File: config.mk
export PLATFORM = sky130hd
export DESIGN_NAME = accumulator_cpu_8op
export DESIGN_NICKNAME = d
export VERILOG_FILES = /design/src/rtl/core/acpu_pkg.sv /design/src/rtl/core/acpu_dp.sv /design/src/rtl/core/acpu_ctrl.sv /design/src/rtl/core/accumulator_cpu_8op.sv
export SDC_FILE = /design/constraint.sdc
export NUM_CORES = 1
export LEC_CHECK = 0
export ABC_CLOCK_PERIOD_IN_PS = 5800
export BUFFER_PORTS_ARGS = -buffer_cell sky130_fd_sc_hd__buf_2
export CAP_MARGIN = 20
export CORE_MARGIN = 3
export CORE_UTILIZATION = 60
export CTS_CLUSTER_SIZE = 16
export DETAILED_ROUTE_END_ITERATION = 8
export PLACE_DENSITY = 0.77
export RECOVER_POWER = 100
export SYNTH_ARGS = -nofsm -noshare
export SYNTH_HDL_FRONTEND = slang
export SYNTH_SLANG_ARGS = --single-unit
File: constraint.sdc
create_clock -name clk_i -period 5.8 [get_ports clk_i]
set_input_delay 0 -clock clk_i [delete_from_list [all_inputs] [get_ports clk_i]]
set_output_delay 0 -clock clk_i [all_outputs]
set_load 0.05 [all_outputs]
File: src/rtl/core/acpu_pkg.sv
`timescale 1ns / 1ps

package acpu_pkg;

  // Memory geometry.
  localparam int MEM_DEPTH = 32;
  localparam int ADDR_W    = $clog2(MEM_DEPTH);
  localparam int DATA_W    = 8;
  localparam int OPC_W     = 3;

  // Operation codes held in bits 7..5 of an instruction byte.
  typedef logic [OPC_W-1:0] acpu_opc_t;
  localparam acpu_opc_t OPC_HLT = 3'd0;
  localparam acpu_opc_t OPC_SKZ = 3'd1;
  localparam acpu_opc_t OPC_ADD = 3'd2;
  localparam acpu_opc_t OPC_AND = 3'd3;
  localparam acpu_opc_t OPC_XOR = 3'd4;
  localparam acpu_opc_t OPC_LDA = 3'd5;
  localparam acpu_opc_t OPC_STO = 3'd6;
  localparam acpu_opc_t OPC_JMP = 3'd7;

  // Item codes carried in the op field.
  localparam logic ITEM_LOAD = 1'b0;
  localparam logic ITEM_STEP = 1'b1;

  // Input item.
  typedef struct packed {
    logic              op;
    logic [ADDR_W-1:0] load_address;
    logic [DATA_W-1:0] load_data;
  } acpu_in_t;

  // Result item.
  typedef struct packed {
    logic [ADDR_W-1:0] pc;
    logic [DATA_W-1:0] acc;
    logic              zero_flag;
    logic [DATA_W-1:0] data_value;
    logic [DATA_W-1:0] instruction;
    logic              halted;
  } acpu_out_t;

  // Commands from the controller to the datapath.
  typedef struct packed {
    logic load_wr;   // write the input byte into memory
    logic decode;    // latch the fetched instruction and run control ops
    logic execute;   // apply the fetched operand to the accumulator
    logic capture;   // load the result register
  } acpu_cmd_t;

  // Status from the datapath to the controller.
  typedef struct packed {
    logic halted;
    logic needs_operand;
  } acpu_sts_t;

endpackage

File: src/rtl/core/acpu_dp.sv
`timescale 1ns / 1ps

module acpu_dp import acpu_pkg::*; (
  input  logic      clk_i,
  input  logic      rst_ni,
  input  acpu_in_t  in_data_i,
  input  acpu_cmd_t cmd_i,
  output acpu_sts_t sts_o,
  output acpu_out_t out_data_o
);

  logic [DATA_W-1:0] mem_q [MEM_DEPTH];
  logic [DATA_W-1:0] rdata_q;
  logic [ADDR_W-1:0] raddr;
  logic [ADDR_W-1:0] waddr;
  logic [DATA_W-1:0] wdata;
  logic              mem_we;

  logic [ADDR_W-1:0] pc_q, pc_d;
  logic [DATA_W-1:0] acc_q, acc_d;
  logic              zero_q, zero_d;
  logic [DATA_W-1:0] dreg_q, dreg_d;
  logic [DATA_W-1:0] ir_q, ir_d;
  logic              halt_q, halt_d;
  acpu_out_t         out_q;

  acpu_opc_t         fetch_opc;
  logic [ADDR_W-1:0] fetch_opd;
  acpu_opc_t         ir_opc;
  logic [ADDR_W-1:0] pc_inc;

  // The fetched instruction sits in the read register during decode.
  assign fetch_opc = rdata_q[DATA_W-1 -: OPC_W];
  assign fetch_opd = rdata_q[ADDR_W-1:0];
  assign ir_opc    = ir_q[DATA_W-1 -: OPC_W];
  assign pc_inc    = pc_q + ADDR_W'(1);

  // Read the program counter while idle, the operand address during decode.
  assign raddr = cmd_i.decode ? fetch_opd : pc_q;

  // Memory writes come from load items and from store instructions.
  assign mem_we = cmd_i.load_wr || (cmd_i.decode && fetch_opc == OPC_STO);
  assign waddr  = cmd_i.load_wr ? in_data_i.load_address : fetch_opd;
  assign wdata  = cmd_i.load_wr ? in_data_i.load_data : acc_q;

  // Memory with one write port and one registered read port.
  always_ff @(posedge clk_i) begin
    if (mem_we) begin
      mem_q[waddr] <= wdata;
    end
    rdata_q <= mem_q[raddr];
  end

  // Next state of the architectural registers.
  always_comb begin
    pc_d   = pc_q;
    acc_d  = acc_q;
    zero_d = zero_q;
    dreg_d = dreg_q;
    ir_d   = ir_q;
    halt_d = halt_q;
    if (cmd_i.decode) begin
      ir_d = rdata_q;
      pc_d = pc_inc;
      unique case (fetch_opc)
        OPC_HLT: halt_d = 1'b1;
        OPC_SKZ: begin
          if (zero_q) begin
            pc_d = pc_inc + ADDR_W'(1);
          end
          zero_d = (acc_q == '0);
        end
        OPC_JMP: begin
          pc_d   = fetch_opd;
          zero_d = (acc_q == '0);
        end
        OPC_STO: zero_d = (acc_q == '0);
        default: ;
      endcase
    end else if (cmd_i.execute) begin
      // The operand byte is in the read register now.
      unique case (ir_opc)
        OPC_ADD: begin
          dreg_d = rdata_q;
          acc_d  = acc_q + rdata_q;
        end
        OPC_AND: acc_d = acc_q & rdata_q;
        OPC_XOR: acc_d = acc_q ^ rdata_q;
        OPC_LDA: acc_d = rdata_q;
        default: ;
      endcase
      zero_d = (acc_d == '0);
    end
  end

  // Architectural registers.
  always_ff @(posedge clk_i or negedge rst_ni) begin
    if (!rst_ni) begin
      pc_q   <= '0;
      acc_q  <= '0;
      zero_q <= 1'b0;
      dreg_q <= '0;
      ir_q   <= '0;
      halt_q <= 1'b0;
    end else begin
      pc_q   <= pc_d;
      acc_q  <= acc_d;
      zero_q <= zero_d;
      dreg_q <= dreg_d;
      ir_q   <= ir_d;
      halt_q <= halt_d;
    end
  end

  // Result register, loaded once the item has finished.
  always_ff @(posedge clk_i) begin
    if (cmd_i.capture) begin
      out_q.pc          <= pc_q;
      out_q.acc         <= acc_q;
      out_q.zero_flag   <= zero_q;
      out_q.data_value  <= dreg_q;
      out_q.instruction <= ir_q;
      out_q.halted      <= halt_q;
    end
  end

  assign out_data_o = out_q;

  // Status for the controller.
  assign sts_o.halted        = halt_q;
  assign sts_o.needs_operand = (fetch_opc == OPC_ADD) || (fetch_opc == OPC_AND) ||
                               (fetch_opc == OPC_XOR) || (fetch_opc == OPC_LDA);

endmodule

File: src/rtl/core/acpu_ctrl.sv
`timescale 1ns / 1ps

module acpu_ctrl import acpu_pkg::*; (
  input  logic      clk_i,
  input  logic      rst_ni,
  input  logic      in_valid_i,
  output logic      in_ready_o,
  input  logic      in_op_i,
  output logic      out_valid_o,
  input  logic      out_ready_i,
  input  acpu_sts_t sts_i,
  output acpu_cmd_t cmd_o
);

  localparam logic [1:0] ST_IDLE   = 2'd0;
  localparam logic [1:0] ST_DECODE = 2'd1;
  localparam logic [1:0] ST_EXEC   = 2'd2;
  localparam logic [1:0] ST_RESP   = 2'd3;

  logic [1:0] state_q, state_d;
  logic       out_valid_q, out_valid_d;
  logic       in_xfer;
  logic       out_free;

  assign in_ready_o = (state_q == ST_IDLE);
  assign in_xfer    = in_valid_i && in_ready_o;
  assign out_free   = !out_valid_q || out_ready_i;

  // Sequencer: load or fetch, optional operand read, hand over result.
  always_comb begin
    state_d     = state_q;
    out_valid_d = out_valid_q && !out_ready_i;
    cmd_o       = '0;
    unique case (state_q)
      ST_IDLE: begin
        if (in_xfer) begin
          if (in_op_i == ITEM_LOAD) begin
            cmd_o.load_wr = 1'b1;
            state_d       = ST_RESP;
          end else if (sts_i.halted) begin
            state_d = ST_RESP;
          end else begin
            state_d = ST_DECODE;
          end
        end
      end
      ST_DECODE: begin
        cmd_o.decode = 1'b1;
        state_d      = sts_i.needs_operand ? ST_EXEC : ST_RESP;
      end
      ST_EXEC: begin
        cmd_o.execute = 1'b1;
        state_d       = ST_RESP;
      end
      ST_RESP: begin
        if (out_free) begin
          cmd_o.capture = 1'b1;
          out_valid_d   = 1'b1;
          state_d       = ST_IDLE;
        end
      end
      default: state_d = ST_IDLE;
    endcase
  end

  always_ff @(posedge clk_i or negedge rst_ni) begin
    if (!rst_ni) begin
      state_q     <= ST_IDLE;
      out_valid_q <= 1'b0;
    end else begin
      state_q     <= state_d;
      out_valid_q <= out_valid_d;
    end
  end

  assign out_valid_o = out_valid_q;

`ifndef NO_ASSERTIONS
  // A step transfer on a running core always goes on to decode.
  a_step_decodes: assert property (@(posedge clk_i) disable iff (!rst_ni)
    (in_xfer && in_op_i == ITEM_STEP && !sts_i.halted) |=> state_q == ST_DECODE)
    else $error("step item did not enter decode");

  // The result register is never overwritten while a result waits.
  a_capture_free: assert property (@(posedge clk_i) disable iff (!rst_ni)
    cmd_o.capture |-> (!out_valid_q || out_ready_i))
    else $error("result overwritten before transfer");

  // A new result appears only after the response state.
  a_valid_from_resp: assert property (@(posedge clk_i) disable iff (!rst_ni)
    $rose(out_valid_q) |-> $past(state_q == ST_RESP))
    else $error("result raised outside response state");

  // Only one datapath command is active in a cycle.
  a_one_cmd: assert property (@(posedge clk_i) disable iff (!rst_ni)
    $onehot0(cmd_o))
    else $error("overlapping datapath commands");
`endif

endmodule

File: src/rtl/core/accumulator_cpu_8op.sv
`timescale 1ns / 1ps

// Small accumulator processor with a 32-byte unified program/data memory.
// Input channel (in_valid_i/in_ready_o/in_data_i): op = 0 writes load_data
// to memory at load_address; op = 1 executes one instruction at the program
// counter unless halted. Every input transfer produces exactly one result
// transfer on the output channel (out_valid_o/out_ready_i/out_data_o) with
// the registers. A load item or a step while halted goes straight to the
// response state; halt, skip, store and jump pass through decode; add, and,
// xor and load pass through decode and execute. The extra steps come from the
// single memory read port: one registered read for the instruction, a second
// for the operand. One item is in flight at a time: the core takes no new item
// before it has finished the last one. A new item is taken when the core is
// idle, even while the previous result still waits in the output register.
// If the receiver stalls, the next item finishes and waits in the response
// state until the output register is free.
// Reset clears the program counter, accumulator, zero and halt flags and the
// instruction and data registers; the result register and memory contents
// are undefined until written.
module accumulator_cpu_8op import acpu_pkg::*; (
  input  logic      clk_i,
  input  logic      rst_ni,
  input  logic      in_valid_i,
  output logic      in_ready_o,
  input  acpu_in_t  in_data_i,
  output logic      out_valid_o,
  input  logic      out_ready_i,
  output acpu_out_t out_data_o
);

  acpu_cmd_t cmd;
  acpu_sts_t sts;

  // Sequencer.
  acpu_ctrl u_ctrl (
    .clk_i       (clk_i),
    .rst_ni      (rst_ni),
    .in_valid_i  (in_valid_i),
    .in_ready_o  (in_ready_o),
    .in_op_i     (in_data_i.op),
    .out_valid_o (out_valid_o),
    .out_ready_i (out_ready_i),
    .sts_i       (sts),
    .cmd_o       (cmd)
  );

  // Memory, registers and result register.
  acpu_dp u_dp (
    .clk_i      (clk_i),
    .rst_ni     (rst_ni),
    .in_data_i  (in_data_i),
    .cmd_i      (cmd),
    .sts_o      (sts),
    .out_data_o (out_data_o)
  );

endmodule
==> out/metrics.yaml <==
timing:
  relSlewSlack: -0.301
  fin_crit_sh: 0.782
  max_freq_mhz: 220
  setup-violations-final: 0
  period_needed_ns: 4.54
  tightest_slew_ns: 1.95
  skew_ns: 0.0256
  rsz0062_at_grt: "no"
  tns_ns: 0
  final-max-slew-violation-count: 198
  hold_viol_final: 3
  holdWs_ns: -0.114
synth:
  synth_top_family_by_area: "compound AO/OA/AOI/OAI gates"
  synth_xor_area_frac: 0.00418
  synthArstFlopShare: 0.103
  synth.avg_cell_area_sq_um: 14.2
  synthSimpleGateAreaFrac: 0.0955
  synthCells: 1031
  syn-num-nets: 1064
  synth.ff_latch_count: 329
  synth-compound-area-share: 0.104
  synth_warnings: 0
  synth_edf_count: 287
  synthFlopType: "edfxtp_1"
  ys_seq_area_frac: 0.657
  syn_area_sq_um: 14700
  synthAdderAreaFrac: 0.0133
  muxShareOfSynthArea: 0.0996
  ys_types: 74
setup_path:
  end_kind: "flip-flop"
  startpoint_type: "flip-flop"
  cp_top_family: "buffers and inverters"
  slowest_stage: "clkbuf_1"
  crit_arrival_ns: 4.93
  path_max_fanout: 44
  cp_slowest_stage_delay_ns: 0.94
  crit_chain: "inv_1 > ha_1 > clkbuf_1 > nand2b_1 > and2_4 > mux4_1 > a22o_1 > a211oi_1 > nor3_1"
  critPathKind: "reg -> reg"
  cp_num_buf_inv: 2
  worst-endpoint-required_ns: 6.19
  r2r_slack_ns: 1.26
outcome:
  status: "complete, but fails checks"
  violations: "negative hold slack, max-capacitance violations, max-slew violations"
power_and_ir_drop:
  p_per_area_nw_per_um2: 621
  vdd_ir_drop_max_v: 0.000387
  p_leak_nw: 5.60
global_route:
  grt_pass1_wl_mm: 53.1
  grt_antenna_before_repair: 0
  grt_max_degree: 71
  grt_pass1_vias: 9036
  overflow: 0
  track_usage: 0.264
floorplanning:
  initial_utilization: 0.617
  fp.dieW_um: 162
  rows: 56
  die_area_sq_um: 26300
  io_pins: 51
  core_area_sq_um: 23800
  die_y_um: 162
clocking:
  cts_sinks: 329
  cts_root_buf: "clkbuf_16"
  clkSlewWorstSetupHoldPaths_ns: 0.06
  cts_made_buffers: 34
  clk_latency_ns: 0.52
  cts_resized: 0
  htreeDepth: 2
  post_cts_buffers: 0
  cts_tree: "done"
  cts_buffer_depth: 3
place:
  io_buffers: 50
  gp_congestion: 0.852
  hpwlAfterDp_mm: 21.5
cells_and_area:
  mostFrequentLayoutCells: "edfxtp_1, nand2_1, nand2b_1"
  diodes: 0
  area_growth_pct: 10.5
  nets: 1117
  drive_gt1_frac: 0.106
  final_common_cell: "edfxtp_1"
routing:
  vias: 9293
  drc: 0
  drt_pass1_iterations: 6
  detail-route-antenna-nets: 0
  routed_wirelength_mm: 34.6
  wl_per_cell_um: 24.2
  viasPerCell: 6.51
  initialDrtViolationCount: 1185
job:
  maxCapViolations: 6
hold_path:
  min_path_type: "in -> reg"
[tightest hold or removal path: cells and delay by family]
kind | cells | cell delay, ns
and+or+nand+nor | 2 | 0.17
buffers and inverters | 1 | 0.08
[logic make-up (layout without fill, tap and decap cells)]
group                      count (synthesis)  count (layout)
xor gates and xnor gates                   7               7
and+or+nand+nor                          278             278
AOI/OAI and AO/OA                        218             218
DFF                                      329             329
adders and majority gates                 15              15
buffers and inverters                     82             159
muxes                                    102             102
[synth_stat cells, types with 5 or more instances]
master / count / area, sq um
mux4_2: 23 / 518
dfxtp_1: 8 / 160
a211oi_1: 48 / 360
nand3_1: 11 / 55.1
edfxtp_1: 287 / 8620
nand2b_1: 67 / 419
clkbuf_1: 35 / 131
mux4_1: 7 / 184
a21o_1: 7 / 52.6
o21ai_0: 26 / 130
nor2b_1: 14 / 87.6
mux2i_1: 51 / 510
a21oi_1: 34 / 170
o31ai_1: 5 / 37.5
and2_1: 5 / 31.3
buf_2: 14 / 70.1
nand2_1: 76 / 285
o22ai_1: 17 / 106
buf_4: 5 / 37.5
a22oi_1: 30 / 225
nor3_1: 20 / 100
nor2_1: 56 / 210
inv_1: 20 / 75.1
dfrtp_1: 34 / 851
a22o_1: 5 / 43.8
mux2_2: 20 / 225
xnor2_1: 6 / 52.6
nor4_1: 9 / 56.3
ha_1: 14 / 175
[where the power goes]
group	switching, mW	total (mW)	internal (mW)
logic	2.85	4.42	1.57
registers	0.357	3.57	3.21
clock network	0.869	2.07	1.20
[per-stage QoR]
stage | area, sq um | instances | power (mW) | util | setup slack [ns]
floorplan | 14700 | 1031 | 6.74 | - | 2.66
global placement | 15100 | 1356 | 7.84 | 0.638 | 1.94
detailed placement | 15200 | 1358 | 7.99 | 0.640 | 1.88
CTS | 16300 | 1423 | 10.1 | 0.686 | 1.88
global route | 16200 | 1427 | 10.5 | 0.681 | 0.959
finish | 16200 | 1427 | 10.1 | 0.681 | 1.26
[area by class of cell]
cell class	count	area [sq um]
fillers	1627	7570
inverters	21	78.8
flip-flops and latches	329	9630
multi-input cells	620	4640
repair buffers	78	393
clock inverters	17	144
clock buffers	43	906
well taps	319	399
[per-layer routing]
layer | wire (um) | vias up | GRT usage
met2 | 16500 | 485 | 0.420
met1 | 14000 | 4628 | 0.372
li1 | - | 4107 | -
met5 | 0 | - | 0
met4 | 1160 | 0 | 0.0958
met3 | 2960 | 73 | 0.0479
[path summary, 6_finish.rpt]
path	from	end	cells after the start
max in group asynchronous	rst_ni	u_dp.dreg_q[0]	2
setup / recovery	u_ctrl.state_q[1]	u_dp.rdata_q[0]	9
hold reg to reg	u_dp.dreg_q[5]	u_dp.out_data_o[14]	0
setup reg to reg	u_ctrl.state_q[1]	u_dp.rdata_q[0]	9
hold / removal	in_data_i[2]	u_dp.mem_q[19][2]	3
min in group asynchronous	rst_ni	u_dp.acc_q[5]	2
[state kept, by name, indices dropped and copies added, names as in the netlist]
signal              cells
u_dp.out_data_o        31
u_ctrl.state_q          2
u_dp.halt_q             1
u_dp.dreg_q             8
u_dp.mem_q            256
u_dp.rdata_q            8
u_dp.zero_q             1
u_ctrl.out_valid_o      1
u_dp.pc_q               5
u_dp.ir_q               8
u_dp.acc_q              8
[repair_timing]
item | in CTS | in global routing
endpoints found under the setup margin | 0 | 0
hold endpoints to repair | 37 | 1
hold buffers | 5 | 1
(Power assumes the default switching activity.)
